$ cat src/hw/rtl/dbfs_pkg.sv
// shared types and constants for the duplex bus frame splitter
// no dependencies

package dbfs_pkg;

  localparam logic [7:0] IDLE_A   = 8'hFF;
  localparam logic [7:0] IDLE_B   = 8'hEE;
  localparam logic [7:0] SUM_OK   = 8'hFF;
  localparam logic [7:0] MIN_LEN  = 8'd4;
  localparam logic [7:0] MIN_MARK = 8'd2;

  typedef enum logic [1:0] {
    ST_OK    = 2'd0,
    ST_CSUM  = 2'd1,
    ST_SHORT = 2'd2
  } frame_status_t;

  typedef struct packed {
    logic [7:0]    byte_value;
    logic          from_response;
    logic          byte_stored;
    logic [7:0]    byte_index;
    logic          frame_done;
    frame_status_t frame_status;
    logic [7:0]    frame_length;
    logic [7:0]    response_start;
  } result_t;

  function automatic logic is_idle(input logic [7:0] b);
    return (b == IDLE_A) || (b == IDLE_B);
  endfunction

endpackage

$ cat src/hw/rtl/dbfs_in_reg.sv
// input register for one byte pair beat
// no package dependencies

module dbfs_in_reg (
  input  logic       clk,
  input  logic       rst_n,
  input  logic       in_valid,
  output logic       in_stall,
  input  logic [7:0] in_cmd_byte,
  input  logic [7:0] in_rsp_byte,
  input  logic       take,
  output logic       held_valid,
  output logic [7:0] held_cmd,
  output logic [7:0] held_rsp
);

  logic       valid_r;
  logic [7:0] cmd_r;
  logic [7:0] rsp_r;
  logic       load;

  assign in_stall   = valid_r && !take;
  assign load       = in_valid && !in_stall;
  assign held_valid = valid_r;
  assign held_cmd   = cmd_r;
  assign held_rsp   = rsp_r;

  always_ff @(posedge clk) begin
    if (!rst_n) begin
      valid_r <= 1'b0;
    end else if (load) begin
      valid_r <= 1'b1;
    end else if (take) begin
      valid_r <= 1'b0;
    end
  end

  always_ff @(posedge clk) begin
    if (load) begin
      cmd_r <= in_cmd_byte;
      rsp_r <= in_rsp_byte;
    end
  end

endmodule

$ cat src/hw/rtl/dbfs_core.sv
// frame state and per-beat direction, checksum and close logic
// depends on dbfs_pkg

module dbfs_core #(
  parameter int MAX_FRAME = 255
) (
  input  logic               clk,
  input  logic               rst_n,
  input  logic               take,
  input  logic [7:0]         cmd_byte,
  input  logic [7:0]         rsp_byte,
  output dbfs_pkg::result_t  res
);

  localparam logic [7:0] MaxCnt = MAX_FRAME[7:0];

  logic [7:0] cnt_r, cnt_nxt;
  logic [7:0] mark_r, mark_nxt;
  logic [7:0] sum_r, sum_nxt;
  logic       good_r, good_nxt;

  logic [7:0] cnt_base;
  logic [7:0] sum_base;
  logic       sum_bad;

  assign sum_bad = (sum_r != dbfs_pkg::SUM_OK);

  always_comb begin
    res      = '0;
    cnt_base = cnt_r;
    sum_base = sum_r;
    mark_nxt = mark_r;
    good_nxt = good_r;
    if (!dbfs_pkg::is_idle(cmd_byte)) begin
      if (mark_r != 8'd0) begin
        res.frame_done     = 1'b1;
        res.frame_length   = cnt_r;
        res.response_start = mark_r;
        if (cnt_r < dbfs_pkg::MIN_LEN || mark_r < dbfs_pkg::MIN_MARK) begin
          res.frame_status = dbfs_pkg::ST_SHORT;
        end else if (!good_r || sum_bad) begin
          res.frame_status = dbfs_pkg::ST_CSUM;
        end else begin
          res.frame_status = dbfs_pkg::ST_OK;
        end
        cnt_base = 8'd0;
        mark_nxt = 8'd0;
        sum_base = 8'd0;
        good_nxt = 1'b1;
      end
      res.byte_value    = cmd_byte;
      res.from_response = 1'b0;
    end else if (!dbfs_pkg::is_idle(rsp_byte)) begin
      if (mark_r == 8'd0) begin
        good_nxt = good_r && !sum_bad;
        mark_nxt = cnt_r;
        sum_base = 8'd0;
      end
      res.byte_value    = rsp_byte;
      res.from_response = 1'b1;
    end else begin
      res.byte_value    = dbfs_pkg::IDLE_A;
      res.from_response = (mark_r != 8'd0);
    end
    sum_nxt = sum_base + res.byte_value;
    cnt_nxt = cnt_base;
    if (cnt_base < MaxCnt) begin
      res.byte_stored = 1'b1;
      res.byte_index  = cnt_base;
      cnt_nxt         = cnt_base + 8'd1;
    end
  end

  always_ff @(posedge clk) begin
    if (!rst_n) begin
      cnt_r  <= 8'd0;
      mark_r <= 8'd0;
      sum_r  <= 8'd0;
      good_r <= 1'b1;
    end else if (take) begin
      cnt_r  <= cnt_nxt;
      mark_r <= mark_nxt;
      sum_r  <= sum_nxt;
      good_r <= good_nxt;
    end
  end

  a_cnt_bound: assert property (@(posedge clk) disable iff (!rst_n)
    cnt_r <= MaxCnt)
    else $error("frame count beyond limit");

  a_mark_below_cnt: assert property (@(posedge clk) disable iff (!rst_n)
    mark_r <= cnt_r)
    else $error("response mark beyond frame count");

  a_close_restarts: assert property (@(posedge clk) disable iff (!rst_n)
    take && res.frame_done |=> cnt_r == 8'd1 && mark_r == 8'd0)
    else $error("closed frame did not restart");

  a_full_drop: assert property (@(posedge clk) disable iff (!rst_n)
    take && !res.byte_stored |-> cnt_r == MaxCnt && !res.frame_done)
    else $error("byte dropped while frame had room");

endmodule

$ cat src/hw/rtl/duplex_bus_frame_splitter_top.sv
// top level: input register, frame core and result register
// depends on dbfs_pkg, dbfs_in_reg, dbfs_core
// an accepted beat passes the input register and then the result register before its result shows on the outputs
// throughput: one beat per cycle while out_stall is low, the result register takes a beat whenever empty or drained
// in_stall rises only while both the input and result registers hold unclaimed beats
// reset (rst_n low, synchronous) empties both registers and clears the frame state

module duplex_bus_frame_splitter_top #(
  parameter int MAX_FRAME = 255
) (
  input  logic       clk,
  input  logic       rst_n,
  input  logic       in_valid,
  output logic       in_stall,
  input  logic [7:0] in_cmd_byte,
  input  logic [7:0] in_rsp_byte,
  output logic       out_valid,
  input  logic       out_stall,
  output logic [7:0] out_byte_value,
  output logic       out_from_response,
  output logic       out_byte_stored,
  output logic [7:0] out_byte_index,
  output logic       out_frame_done,
  output logic [1:0] out_frame_status,
  output logic [7:0] out_frame_length,
  output logic [7:0] out_response_start
);

  logic              held_valid;
  logic [7:0]        held_cmd;
  logic [7:0]        held_rsp;
  logic              take;
  dbfs_pkg::result_t res;
  dbfs_pkg::result_t res_r;
  logic              out_valid_r;

  assign take = held_valid && (!out_valid_r || !out_stall);

  dbfs_in_reg u_in_reg (
    .clk        (clk),
    .rst_n      (rst_n),
    .in_valid   (in_valid),
    .in_stall   (in_stall),
    .in_cmd_byte(in_cmd_byte),
    .in_rsp_byte(in_rsp_byte),
    .take       (take),
    .held_valid (held_valid),
    .held_cmd   (held_cmd),
    .held_rsp   (held_rsp)
  );

  dbfs_core #(
    .MAX_FRAME(MAX_FRAME)
  ) u_core (
    .clk     (clk),
    .rst_n   (rst_n),
    .take    (take),
    .cmd_byte(held_cmd),
    .rsp_byte(held_rsp),
    .res     (res)
  );

  always_ff @(posedge clk) begin
    if (!rst_n) begin
      out_valid_r <= 1'b0;
    end else if (take) begin
      out_valid_r <= 1'b1;
    end else if (!out_stall) begin
      out_valid_r <= 1'b0;
    end
  end

  always_ff @(posedge clk) begin
    if (take) begin
      res_r <= res;
    end
  end

  assign out_valid          = out_valid_r;
  assign out_byte_value     = res_r.byte_value;
  assign out_from_response  = res_r.from_response;
  assign out_byte_stored    = res_r.byte_stored;
  assign out_byte_index     = res_r.byte_index;
  assign out_frame_done     = res_r.frame_done;
  assign out_frame_status   = res_r.frame_status;
  assign out_frame_length   = res_r.frame_length;
  assign out_response_start = res_r.response_start;

endmodule
$ cat config.mk
export PLATFORM = sky130hd
export DESIGN_NAME = duplex_bus_frame_splitter_top
export DESIGN_NICKNAME = d
export VERILOG_FILES = /design/src/hw/rtl/dbfs_pkg.sv /design/src/hw/rtl/dbfs_in_reg.sv /design/src/hw/rtl/dbfs_core.sv /design/src/hw/rtl/duplex_bus_frame_splitter_top.sv
export SDC_FILE = /design/constraint.sdc
export NUM_CORES = 1
export LEC_CHECK = 0
export ABC_CLOCK_PERIOD_IN_PS = 5100
export BUFFER_PORTS_ARGS = -buffer_cell sky130_fd_sc_hd__buf_2
export CORE_ASPECT_RATIO = 1.5
export CORE_MARGIN = 10
export CORE_UTILIZATION = 34
export DETAILED_ROUTE_END_ITERATION = 10
export PLACE_DENSITY_LB_ADDON = 0.15
export SLEW_MARGIN = 20
export SYNTH_ARGS = -nofsm -noshare
export SYNTH_HDL_FRONTEND = slang
export SYNTH_HIERARCHICAL = 1
export SYNTH_SLANG_ARGS = --single-unit
$ cat constraint.sdc
create_clock -name clk -period 5.1 [get_ports clk]
set_input_delay 0.51 -clock clk [delete_from_list [all_inputs] [get_ports clk]]
set_output_delay 0.51 -clock clk [all_outputs]
set_load 0.02 [all_outputs]
==> Word-level counts from Yosys, hierarchy flattened <==
Index checks and enable logic that the tools add are counted.
{ "word_totals": {"latchBits": 0, "output_inout_bits": 39, "n_memories": 0, "wordCells": 78, "mem_bits_ro": 0, "ff_bits": 80, "in_bits": 20, "ram_bits": 0} }
{ "classes": {"n_mul": 0, "n_mux": 25, "div_mod_pow": 0, "addsub": 2, "bitwise": 1, "reduce_logical": 22, "n_lt_le_gt_ge": 3, "n_eq_ne": 8, "shifts": 0} }
{ "ops": {"columns": ["op", "count"], "rows": [
  ["$mux 8", 11],
  ["$eq 8x8->1 const B", 4],
  ["$mux 9", 3],
  ["$mux 19", 1],
  ["$mux 1", 9],
  ["$add 8x1->8 const B", 1],
  ["$add 8x8->8", 1],
  ["$logic_not 8->1", 1],
  ["$lt 8x2->1 const B", 1],
  ["$lt 8x3->1 const B", 1],
  ["$lt 8x8->1 const B", 1],
  ["$ne 8x8->1 const B", 1],
  ["$reduce_bool 8->1", 1],
  ["$logic_not 1->1", 6],
  ["$logic_or 1x1->1", 5],
  ["$logic_and 1x1->1", 4],
  ["$ne 2x2->1 const B", 2],
  ["$reduce_and 4->1", 1],
  ["$reduce_bool 2->1", 2],
  ["$reduce_or 3->1", 1],
  ["$mux 2", 1],
  ["$ne 2x1->1 const B", 1],
  ["$reduce_or 2->1", 1],
  ["$not 1->1", 1]
]} }

==> Logic depth before layout (Yosys ltp) <==
Gate-level depths: netlist of run 1.
{ "logic_depth": {"depth_word": 8, "ltp_mapped": 16, "mapped_depth_nobuf": 14} }

==> Cells and area by module <==
The synthesis of run 1 kept the hierarchy.
{ "by_module_without_submodules": {"columns": ["module", "cells_per_inst", "instances", "seq_area_each_um2", "area_per_inst_um2"], "rows": [
  ["dbfs_core", 265, 1, 500.5, 1959.4],
  ["duplex_bus_frame_splitter_top", 41, 1, 1131.1, 1149.9],
  ["dbfs_in_reg", 20, 1, 500.5, 528.0]
]} }

==> Worst setup path after synthesis of run 1 <==
No wires, ideal clock.
{ "synth_path": {"kind": "input -> register", "startpoint": "input out_stall", "endpoint": "register u_in_reg.cmd_r[0] (netlist: u_in_reg/held_cmd[0]) (enable)", "required_ns": 4.710, "slack_ns": 0.127, "arrival_time_ns": 4.583, "setup_ns": 0.390, "stages": 3, "path_buffers": 0, "path_cell_list": "a21boi_0 nor2b_4 nor2b_1"} }
{ "synth_between": {"elab_chain_len": 7} }
{ "synth_rtl": {"columns": ["element", "line", "source"], "rows": [
  ["start, declared", "duplex_bus_frame_splitter_top.sv:18", "input logic out_stall,"],
  ["$logic_not 1->1", null, null],
  ["$logic_or 1x1->1", "duplex_bus_frame_splitter_top.sv:37", "assign take = held_valid && (!out_valid_r || !out_stall);"],
  ["$logic_and 1x1->1", "duplex_bus_frame_splitter_top.sv:37", null],
  ["$logic_not 1->1", "dbfs_in_reg.sv:22", "assign in_stall = valid_r && !take;"],
  ["$logic_and 1x1->1", "dbfs_in_reg.sv:22", null],
  ["named net in_stall", "duplex_bus_frame_splitter_top.sv:14", "output logic in_stall,"],
  ["$logic_not 1->1", "dbfs_in_reg.sv:23", "assign load = in_valid && !in_stall;"],
  ["$logic_and 1x1->1", "dbfs_in_reg.sv:23", null],
  ["named net u_in_reg.load", "dbfs_in_reg.sv:20", "logic load;"],
  ["end signal, assigned", "dbfs_in_reg.sv:40", "cmd_r <= in_cmd_byte;"],
  ["end, declared", "dbfs_in_reg.sv:18", "logic [7:0] cmd_r;"]
]} }
The timed path passes the listed nets, and every way through them passes these cells.
A chain may end at the register's enable or synchronous reset.

==> Final worst setup path of run 1 <==
{ "layout_path": {"startpoint": "register u_in_reg.cmd_r[3] (netlist: u_in_reg/held_cmd[3])", "endpoint": "register u_core.cnt_r[0]"} }
{ "layout_between": {"elab_chain_len": 5, "word_cells_on_any_way": 7, "classes_between": "add/sub (1); order compare (1); eq/ne (2); mux (2); reduce/logical (1)"} }
{ "layout_rtl": {"columns": ["element", "line", "source"], "rows": [
  ["$eq 8x8->1", "dbfs_pkg.sv:30", "return (b == IDLE_A) || (b == IDLE_B);"],
  ["$logic_or 1x1->1 *", "dbfs_pkg.sv:30", null],
  ["$mux 8 *", "dbfs_core.sv:34", "if (!dbfs_pkg::is_idle(cmd_byte)) begin"],
  ["$add 8x1->8 or $lt 8x8->1 (tied branches)", "dbfs_core.sv:70, dbfs_core.sv:67", null],
  ["$mux 8 *", "dbfs_core.sv:67", "if (cnt_base < MaxCnt) begin"],
  ["named net u_core.cnt_nxt[0]", "dbfs_core.sv:17", "logic [7:0] cnt_r, cnt_nxt;"],
  ["end signal, assigned", "dbfs_core.sv:81", "cnt_r <= cnt_nxt;"],
  ["end, declared", "dbfs_core.sv:17", null]
]} }
The timed path passes the listed nets; every way through them passes the cells marked *.

==> impl_metrics.yaml, run 1 <==
clocking:
  path_clk_slew_ns: 0.06
  cts-root-buf: "clkbuf_16"
  post_cts_resized: 0
  cts_buffer_depth: 2
  numCtsBuffers: 9
  htreeDepth: 3
  cts_tree: "built"
  clock-sinks: 80
  cts_setup_buffers: 0
  clock_latency_ns: 0.34
  cts_hold_buf: 0
power_and_ir_drop:
  power_frac_comb: 0.095
  pwr-share-seq: 0.466
  clkPwrFrac: 0.439
  ir_drop_v: 0.000224
  pwr_density_cell_mw_per_mm2: 360
  power.switching_uw: 361
  p_int_uw: 1240
  leakage_uw: 0.00176
  power.share.switching: 0.225
placed_design:
  place_inst: 518
  io_buffers: 58
  place.detailed.hpwl_mm: 6.59
  pre_cts_slack_ns: 1.20
  place_congestion: 0.898
yosys:
  synth_common_cells: "edfxtp_1, nand2_1, dfxtp_1, nor2_1, and3_1"
  yosys.area.top_type_share: 0.438
  ys_warn_count: 6
  syn_inst: 326
  ys.flop_type: "edfxtp_1"
  yosysMostFrequentCell: "edfxtp_1"
  synth_area_mm2: 0.00364
  yosysSeqAreaShare: 0.586
  avgSynthCellArea_um2: 11.2
  syn-num-nets: 354
  ys_ff_latch: 80
  synthTopCellsByArea: "edfxtp_1, dfxtp_1, and3_1, nand2_1, nor2_1"
  synthDistinctLibCells: 58
  yosysTopAreaCell: "edfxtp_1"
  async_flop_share: 0
  synth_edf_count: 53
timing:
  maxSlewHeadroom: 0.434
  setup_tns_ns: 0
  rsz0062_at_grt: "no"
  clock_skew_ns: 0.00537
  hold_viol_final: 0
  min_period_ns: 3.94
  final-max-slew-violation-count: 0
  finalCritPeriodShare: 0.772
  worst_pin_slew_ns: 0.848
  max_freq_mhz: 254
  finalSetupViolCount: 0
  layout_setup_ws_ns: 1.16
cells_and_area:
  nets: 414
  diodes: 0
  drive_gt1_frac: 0.235
  layout.cells.non_filler: 535
  area_growth_pct: 22.5
  fillers: 1015
setup_path:
  critical_path_required_ns: 5.30
  critPathArrivalTime_ns: 4.14
  worst_path_largest_cell_delay_ns: 0.73
  crit_family: "simple AND/OR/NAND/NOR gates"
  critical_path_class: "reg -> reg"
  cp.buffers_inverters: 3
  start_kind: "register"
  cp-end-kind: "register"
  crit_fanout: 26
  slowest_stage: "or3_1"
  crit_top_cell: "nand2_1"
  path_cells: "nand4_2 -> or3_1 -> nand2_1 -> buf_4 -> nand2_1 -> inv_1 -> ha_1 -> nand2_1 -> nor4b_1 -> and3_1 -> inv_2 -> ha_1 -> mux2i_1 -> nor2_1"
die:
  num_io_pins: 59
  die_y_um: 147
  die_area_mm2: 0.0153
  coreArea_mm2: 0.0105
  std_cell_rows: 46
  die_x_um: 104
  start_util: 0.345
detailed_routing:
  drt_iter0_markers: 135
  vias: 2730
  antenna_left: 0
  wl_per_cell_um: 16.9
  viasPerCell: 5.10
  drc: 0
  drt-pass1-iter-count: 4
  wl_mm: 9.02
hold_path:
  hp-class: "in -> reg"
global_routing:
  first_global_vias: 2843
  grt_usage: 0.119
  grt_pass1_wl_mm: 14.6
  grt.overflow.total: 0
  antenna_found_initial: 0
  grt_max_degree: 35
run_status:
  status: "finished clean"
job:
  cap_violations: 0
==> layout by cell type (no fill, tap or decap), types with 3 or more instances in the layout <==
master	synthesis	routed
and3_1	22	22
a21oi_1	17	17
buf_2	2	58
nor3_1	6	6
o21ai_0	10	10
edfxtp_1	53	53
mux2i_1	4	4
o21a_1	5	5
ha_1	7	7
nor2_1	27	27
nand2_1	31	31
nand4_1	4	4
and2_1	11	11
buf_4	0	4
inv_1	11	11
a41oi_1	3	3
nand3_1	14	14
dfxtp_1	27	27
clkbuf_16	0	9
a211oi_1	3	3
a31oi_1	3	3
xor2_1	4	4
xnor2_1	4	4
==> per-stage QoR <==
stage / hold WS (ns) / utilization / cell area (um^2) / power, uW
final: 0.345 / 0.423 / 4450 / 1600
after global routing: 0.337 / 0.423 / 4450 / 1670
after CTS: 0.337 / 0.420 / 4430 / 1620
after detailed placement: 0.475 / 0.389 / 4090 / 911
after global placement: 0.467 / 0.389 / 4090 / 910
after floorplan: 0.450 / - / 3640 / 859
==> logic make-up (layout without fill, tap and decap cells) <==
family / count (synthesis) / after routing / share of synthesized area
simple gates: 133 / 133 / 0.200
compound gates: 64 / 64 / 0.119
xor+xnor: 8 / 8 / 0.0193
mux: 5 / 5 / 0.0141
buf+inv: 27 / 92 / 0.0286
fa+ha+maj: 9 / 9 / 0.0327
flops: 80 / 80 / 0.586
==> layer usage <==
metal | up-vias | GRT usage | routed length, um
met5 | - | 0 | 0
met3 | 12 | 0.0383 | 458
li1 | 1334 | - | -
met4 | 0 | 0.0482 | 179
met1 | 1304 | 0.117 | 3420
met2 | 80 | 0.222 | 4950
==> power by group through the flow <==
| stage | combinational (uW) | sequential [uW] | clock [uW] |
|---|---|---|---|
| final | 152 | 747 | 703 |
| after global routing | 169 | 751 | 752 |
| after CTS | 151 | 747 | 721 |
| after detailed placement | 150 | 761 | 0 |
| after global placement | 149 | 761 | 0 |
| after floorplan | 80.9 | 778 | 0 |
==> cell type report <==
cell class              count  area, um^2  area share
flip-flops and latches     80        2130       0.479
repair buffers             63         348      0.0781
inverters                  13        48.8      0.0110
multi-input cells         219        1410       0.317
clock buffers              12         256      0.0576
clock inverters             4        76.3      0.0171
well taps                 144         180      0.0404
==> path summary, 6_finish.rpt <==
kind,start,end,slack (ns),depth (start not counted)
worst max-delay path,u_in_reg/held_cmd[3],u_core/cnt_r[0],1.16,14
worst min-delay path,in_rsp_byte[1],u_in_reg/held_rsp[1],0.34,1
worst max register to register,u_in_reg/held_cmd[3],u_core/cnt_r[0],1.16,14
worst min register to register,u_core/mark_r[2],u_core/mark_r[2],0.48,2
No activity file was read; power rests on OpenSTA's default activity.
==> run 2: changes to the inputs <==
Settings changed: ABC_CLOCK_PERIOD_IN_PS 5100 to 3800.
Clock period 5.1 ns to 3.8 ns, I/O delays scaled along.
==> run 2 against run 1 <==
  * Total power is 28% higher
  * Count of clock-buffer cells in the layout decreased by 1
  * Critical endpoint is now u_core/sum_r[7]
  * Cell count is 1.3% higher
  * Sequential share of layout area is essentially flat
  * Highest routed layer unchanged
==> impl_metrics.yaml, run 2 (same netlist as run 1, synthesis figures left out) <==
setup_path:
  critical_path_required_ns: 4.02
  critical_path_class: "reg -> reg"
  crit_fanout: 8
  critPathArrivalTime_ns: 3.62
  cp-end-kind: "register"
  start_kind: "register"
  rrSetupSlack_ns: 0.40
  rr_worst_depth: 14
  r2r-end: "u_core/sum_r[7]"
  regToRegStartpoint: "u_in_reg/held_cmd[4]"
die:
  die_area_mm2: 0.0153
  num_io_pins: 59
  die_y_um: 147
  coreArea_mm2: 0.0105
  std_cell_rows: 46
  start_util: 0.345
  die_x_um: 104
clocking:
  cts_tree: "built"
  clock_latency_ns: 0.33
  numCtsBuffers: 9
  clock-sinks: 80
  cts_buffer_depth: 2
  htreeDepth: 3
  path_clk_slew_ns: 0.06
  cts_setup_buffers: 0
  cts-root-buf: "clkbuf_16"
  cts_hold_buf: 0
  post_cts_resized: 0
cells_and_area:
  final_common_cell: "buf_2"
  layout.cells.non_filler: 542
  final_cell_mix: "buf_2, edfxtp_1, nand2_1"
  fillers: 1031
  drive_gt1_frac: 0.249
  diodes: 0
  area_growth_pct: 22.4
  nets: 421
global_routing:
  grt_pass1_wl_mm: 14.3
  grt.overflow.total: 0
  grt_use_met3: 0.0388
  grt_usage: 0.117
  gr-max-usage-layer: "met2"
  grtUsageMet2: 0.210
  first_global_vias: 2789
  grt_use_met1: 0.121
  antenna_found_initial: 0
  grt_max_degree: 33
detailed_routing:
  viasPerCell: 4.95
  wl_per_cell_um: 16.2
  wl_mm: 8.78
  drt-pass1-iter-count: 4
  drc: 0
  vias: 2682
  antenna_left: 0
  drt_iter0_markers: 151
power_and_ir_drop:
  leakage_uw: 0.00178
  power.switching_uw: 481
  ir_drop_v: 0.000253
  power_frac_comb: 0.097
  clkPwrFrac: 0.416
  pwr-share-seq: 0.487
  p_int_uw: 1580
  power.share.switching: 0.234
  pwr_density_cell_mw_per_mm2: 462
timing:
  maxSlewHeadroom: 0.343
  max_freq_mhz: 294
  finalCritPeriodShare: 0.896
  finalSetupViolCount: 0
  rsz0062_at_grt: "no"
  clock_skew_ns: 0.00668
  worst_pin_slew_ns: 0.983
  setup_tns_ns: 0
  hold_viol_final: 0
  min_period_ns: 3.40
  final-max-slew-violation-count: 0
hold_path:
  whs_path_depth: 1
  hold_path_startpoint: "in_cmd_byte[2]"
  worstHoldEndpoint: "u_in_reg/held_cmd[2]"
  hp-class: "in -> reg"
placed_design:
  io_buffers: 58
  place_congestion: 0.898
  place.detailed.hpwl_mm: 6.56
  place_inst: 526
job:
  cap_violations: 0
run_status:
  status: "finished clean"
run 2: through the flow:
step	utilization	cell area [um^2]	total power [uW]	setup slack (ns)	hold slack (ns)
final	0.423	4450	2060	0.397	0.219
after detailed placement	0.394	4150	1220	0.408	0.481
after global routing	0.423	4450	2150	0.122	0.205
after floorplan	-	3640	1150	0.0459	0.450
after CTS	0.423	4450	2090	0.388	0.206
after global placement	0.394	4150	1220	0.468	0.474
run 2: worst max-delay path by stage:
stage	startpoint	to	cells past startpoint
3_3_place_gp	u_core/mark_r[5]	u_core/sum_r[7]	13
6_report	u_in_reg/held_cmd[4]	u_core/sum_r[7]	14
3_5_place_dp	u_in_reg/held_cmd[3]	u_core/sum_r[7]	14
2_1_floorplan	out_stall	u_in_reg/held_cmd[0]	3
5_1_grt	u_in_reg/held_cmd[3]	u_core/cnt_r[0]	14
4_1_cts	u_core/mark_r[5]	u_core/sum_r[7]	13
run 2: layout make-up:
cell class / instances / area [um^2] / area share
well taps: 144 / 180 / 0.0405
flip-flops and latches: 80 / 2130 / 0.479
clock buffers: 11 / 243 / 0.0545
clock inverters: 5 / 55.1 / 0.0124
multi-input cells: 219 / 1410 / 0.317
inverters: 13 / 48.8 / 0.0110
repair buffers: 70 / 380 / 0.0854
run 2: routing by layer:
layer / share of wire / vias up
li1: - / 1350
met1: 0.40 / 1255
met2: 0.53 / 64
met3: 0.049 / 13
met4: 0.021 / 0
met5: 0 / -
run 2: power groups by stage:
stage,Combinational [uW],Clock [uW],Sequential [uW]
finish,199,857,1000
global route,223,922,1010
CTS,204,880,1000
detailed placement,202,0,1020
global placement,201,0,1020
floorplan,109,0,1040
run 2: critical path: stages (launching register included):
cell and delay (ns):
edfxtp_1 0.45, xor2_1 0.22, or3_1 0.40, nand2_1 0.14, buf_4 0.17, and3_1 0.16, ha_1 0.18, a21oi_1 0.09
nand2_1 0.07, a41oi_1 0.16, a311oi_1 0.47, o41ai_2 0.12, xnor2_1 0.17, and3_1 0.21, o31a_1 0.28
==> run 3: changes to the inputs <==
Settings changed: ABC_AREA from default to 1.
==> run 3 against run 2 <==
  * Flip-flop and latch count is the same
  * Synthesized cell count grew 25%
  * Non-clock buffer count shrank 9
  * Cell count grew 15%
  * Critical endpoint is now u_core/cnt_r[0]
  * Worst hold slack lost 0.0094 ns
  * Largest cell class unchanged
  * Utilization shrank 0.47 points
  * Via count grew 7.4%
  * Highest routed layer unchanged
  * Design area grew 3.8%
==> impl_metrics.yaml, run 3 <==
run_status:
  status: "finished clean"
clocking:
  cts-root-buf: "clkbuf_16"
  cts_tree: "built"
  clock-sinks: 80
  cts_buffer_depth: 2
  post_cts_resized: 0
  cts_setup_buffers: 0
  htreeDepth: 3
  path_clk_slew_ns: 0.07
  numCtsBuffers: 9
  cts_hold_buf: 0
  clock_latency_ns: 0.35
timing:
  min_period_ns: 2.80
  worst_pin_slew_ns: 0.525
  max_freq_mhz: 358
  rsz0062_at_grt: "no"
  clock_skew_ns: 0.00963
  finalSetupViolCount: 0
  hold_viol_final: 0
  maxSlewHeadroom: 0.650
  final-max-slew-violation-count: 0
  setup_tns_ns: 0
  finalCritPeriodShare: 0.736
yosys:
  ys_warn_count: 6
  ys.flop_type: "edfxtp_1"
  yosysTopAreaCell: "edfxtp_1"
  syn_inst: 406
  avgSynthCellArea_um2: 9.51
  ys_ff_latch: 80
  synthDistinctLibCells: 38
  synthTopCellsByArea: "edfxtp_1, dfxtp_1, nand2_1, nor2_1, inv_1"
  syn-num-nets: 434
  synth_area_mm2: 0.00386
  synth_edf_count: 53
  yosysMostFrequentCell: "nand2_1"
  yosysSeqAreaShare: 0.552
  async_flop_share: 0
  yosys.area.top_type_share: 0.412
  synth_common_cells: "nand2_1, nor2_1, edfxtp_1, inv_1, dfxtp_1"
setup_path:
  cp-end-kind: "register"
  worst_path_largest_cell_delay_ns: 0.43
  slowest_stage: "edfxtp_1"
  crit_top_cell: "ha_1"
  start_kind: "register"
  path_cells: "nand2_2 -> nand3_2 -> nor2_8 -> nor2_2 -> nor2_1 -> ha_1 -> inv_1 -> nor3_2 -> nand2_1 -> inv_2 -> nand3_4 -> ha_1 -> o21ai_0 -> a21oi_1"
  crit_fanout: 23
  critical_path_class: "reg -> reg"
  critical_path_required_ns: 4.01
  critPathArrivalTime_ns: 3.01
die:
  std_cell_rows: 47
  die_y_um: 151
  num_io_pins: 59
  coreArea_mm2: 0.0111
  die_area_mm2: 0.0161
  start_util: 0.349
  die_x_um: 107
detailed_routing:
  wl_met2_mm: 4.97
  drt-pass1-iter-count: 4
  met1Wirelength_mm: 3.28
  drt_iter0_markers: 119
  drc: 0
  viasPerCell: 4.63
  antenna_left: 0
  vias: 2880
  top_layer: "met4"
  wl_per_cell_um: 14.4
  wl_mm: 8.95
  wl_met3_um: 492
power_and_ir_drop:
  ir_drop_v: 0.000258
  pwr_density_cell_mw_per_mm2: 597
  leakage_uw: 0.00197
cells_and_area:
  diodes: 0
  nets: 498
  area_growth_pct: 19.7
  drive_gt1_frac: 0.265
  final_common_cell: "nand2_1"
  post-route-util: 0.418
  final_cell_mix: "nand2_1, buf_2, nor2_1"
global_routing:
  antenna_found_initial: 0
  grt_max_degree: 32
  grt_usage: 0.117
  first_global_vias: 2959
  grt.overflow.total: 0
  grt_pass1_wl_mm: 14.6
placed_design:
  io_buffers: 58
  place.detailed.hpwl_mm: 6.86
  place_congestion: 0.797
job:
  cap_violations: 0
hold_path:
  hp-class: "in -> reg"
[run 3: changes by cell type in the layout (fill, tap and decap cells not counted), moves of 7 or more]
cell | previous run | this run
a21oi_1 | 17 | 25
and2_1 | 11 | 0
and3_1 | 22 | 0
buf_4 | 12 | 3
inv_1 | 11 | 53
inv_2 | 2 | 11
nand2_1 | 31 | 63
nand2_2 | 0 | 8
nand2_4 | 0 | 8
nand3_1 | 14 | 21
nor2_1 | 27 | 56
[run 3: worst paths after layout]
| check | cells after the start | startpoint | slack, ns | endpoint |
|---|---|---|---|---|
| hold / removal | 1 | in_rsp_byte[7] | 0.21 | u_in_reg/held_rsp[7] |
| setup reg to reg | 14 | u_in_reg/held_cmd[4] | 1.00 | u_core/cnt_r[0] |
| hold reg to reg | 2 | u_core/good_r | 0.47 | u_core/good_r |
| setup / recovery | 14 | u_in_reg/held_cmd[4] | 1.00 | u_core/cnt_r[0] |
[run 3: stage by stage]
step	std cells	power [uW]	hold WS (ns)	setup slack (ns)	area [um^2]
3_3_place_gp	606	1910	0.450	1.12	4320
6_report	622	2760	0.209	1.00	4620
3_5_place_dp	606	1920	0.459	1.00	4320
4_1_cts	622	2790	0.195	0.971	4620
2_1_floorplan	406	1710	0.434	0.691	3860
5_1_grt	622	2920	0.201	0.735	4620
[run 3: cells by family after synthesis]
logic type / Yosys count / share of synthesized area
fa+ha+maj: 8 / 0.0279
flops: 80 / 0.552
simple gates: 183 / 0.244
buf+inv: 73 / 0.0755
xor+xnor: 3 / 0.00681
compound gates: 59 / 0.0933
[run 3: layer usage]
layer	up-vias	global-route usage
met2	78	0.223
met1	1317	0.110
li1	1468	-
met5	-	0
met4	0	0.0611
met3	17	0.0312
[run 3: cell type report]
cell class	instances	area (um^2)
multi-input cells	253	1450
inverters	65	246
clock buffers	9	225
well taps	147	184
fillers	1122	6430
repair buffers	61	313
flip-flops and latches	80	2130
clock inverters	7	71.3
[run 3: critical path: cells and delay by family, from the launching register on]
family	cells	cell delay, ns
buf+inv	2	0.15
simple gates	8	1.34
compound gates	2	0.21
flops	1	0.43
fa+ha+maj	2	0.54
[run 3: report_power, final]
| part | switching (uW) | internal [uW] | total, uW |
|---|---|---|---|
| combinational | 578 | 236 | 813 |
| sequential | 42.3 | 1040 | 1080 |
| clock | 355 | 509 | 863 |
| total | 975 | 1780 | 2760 |
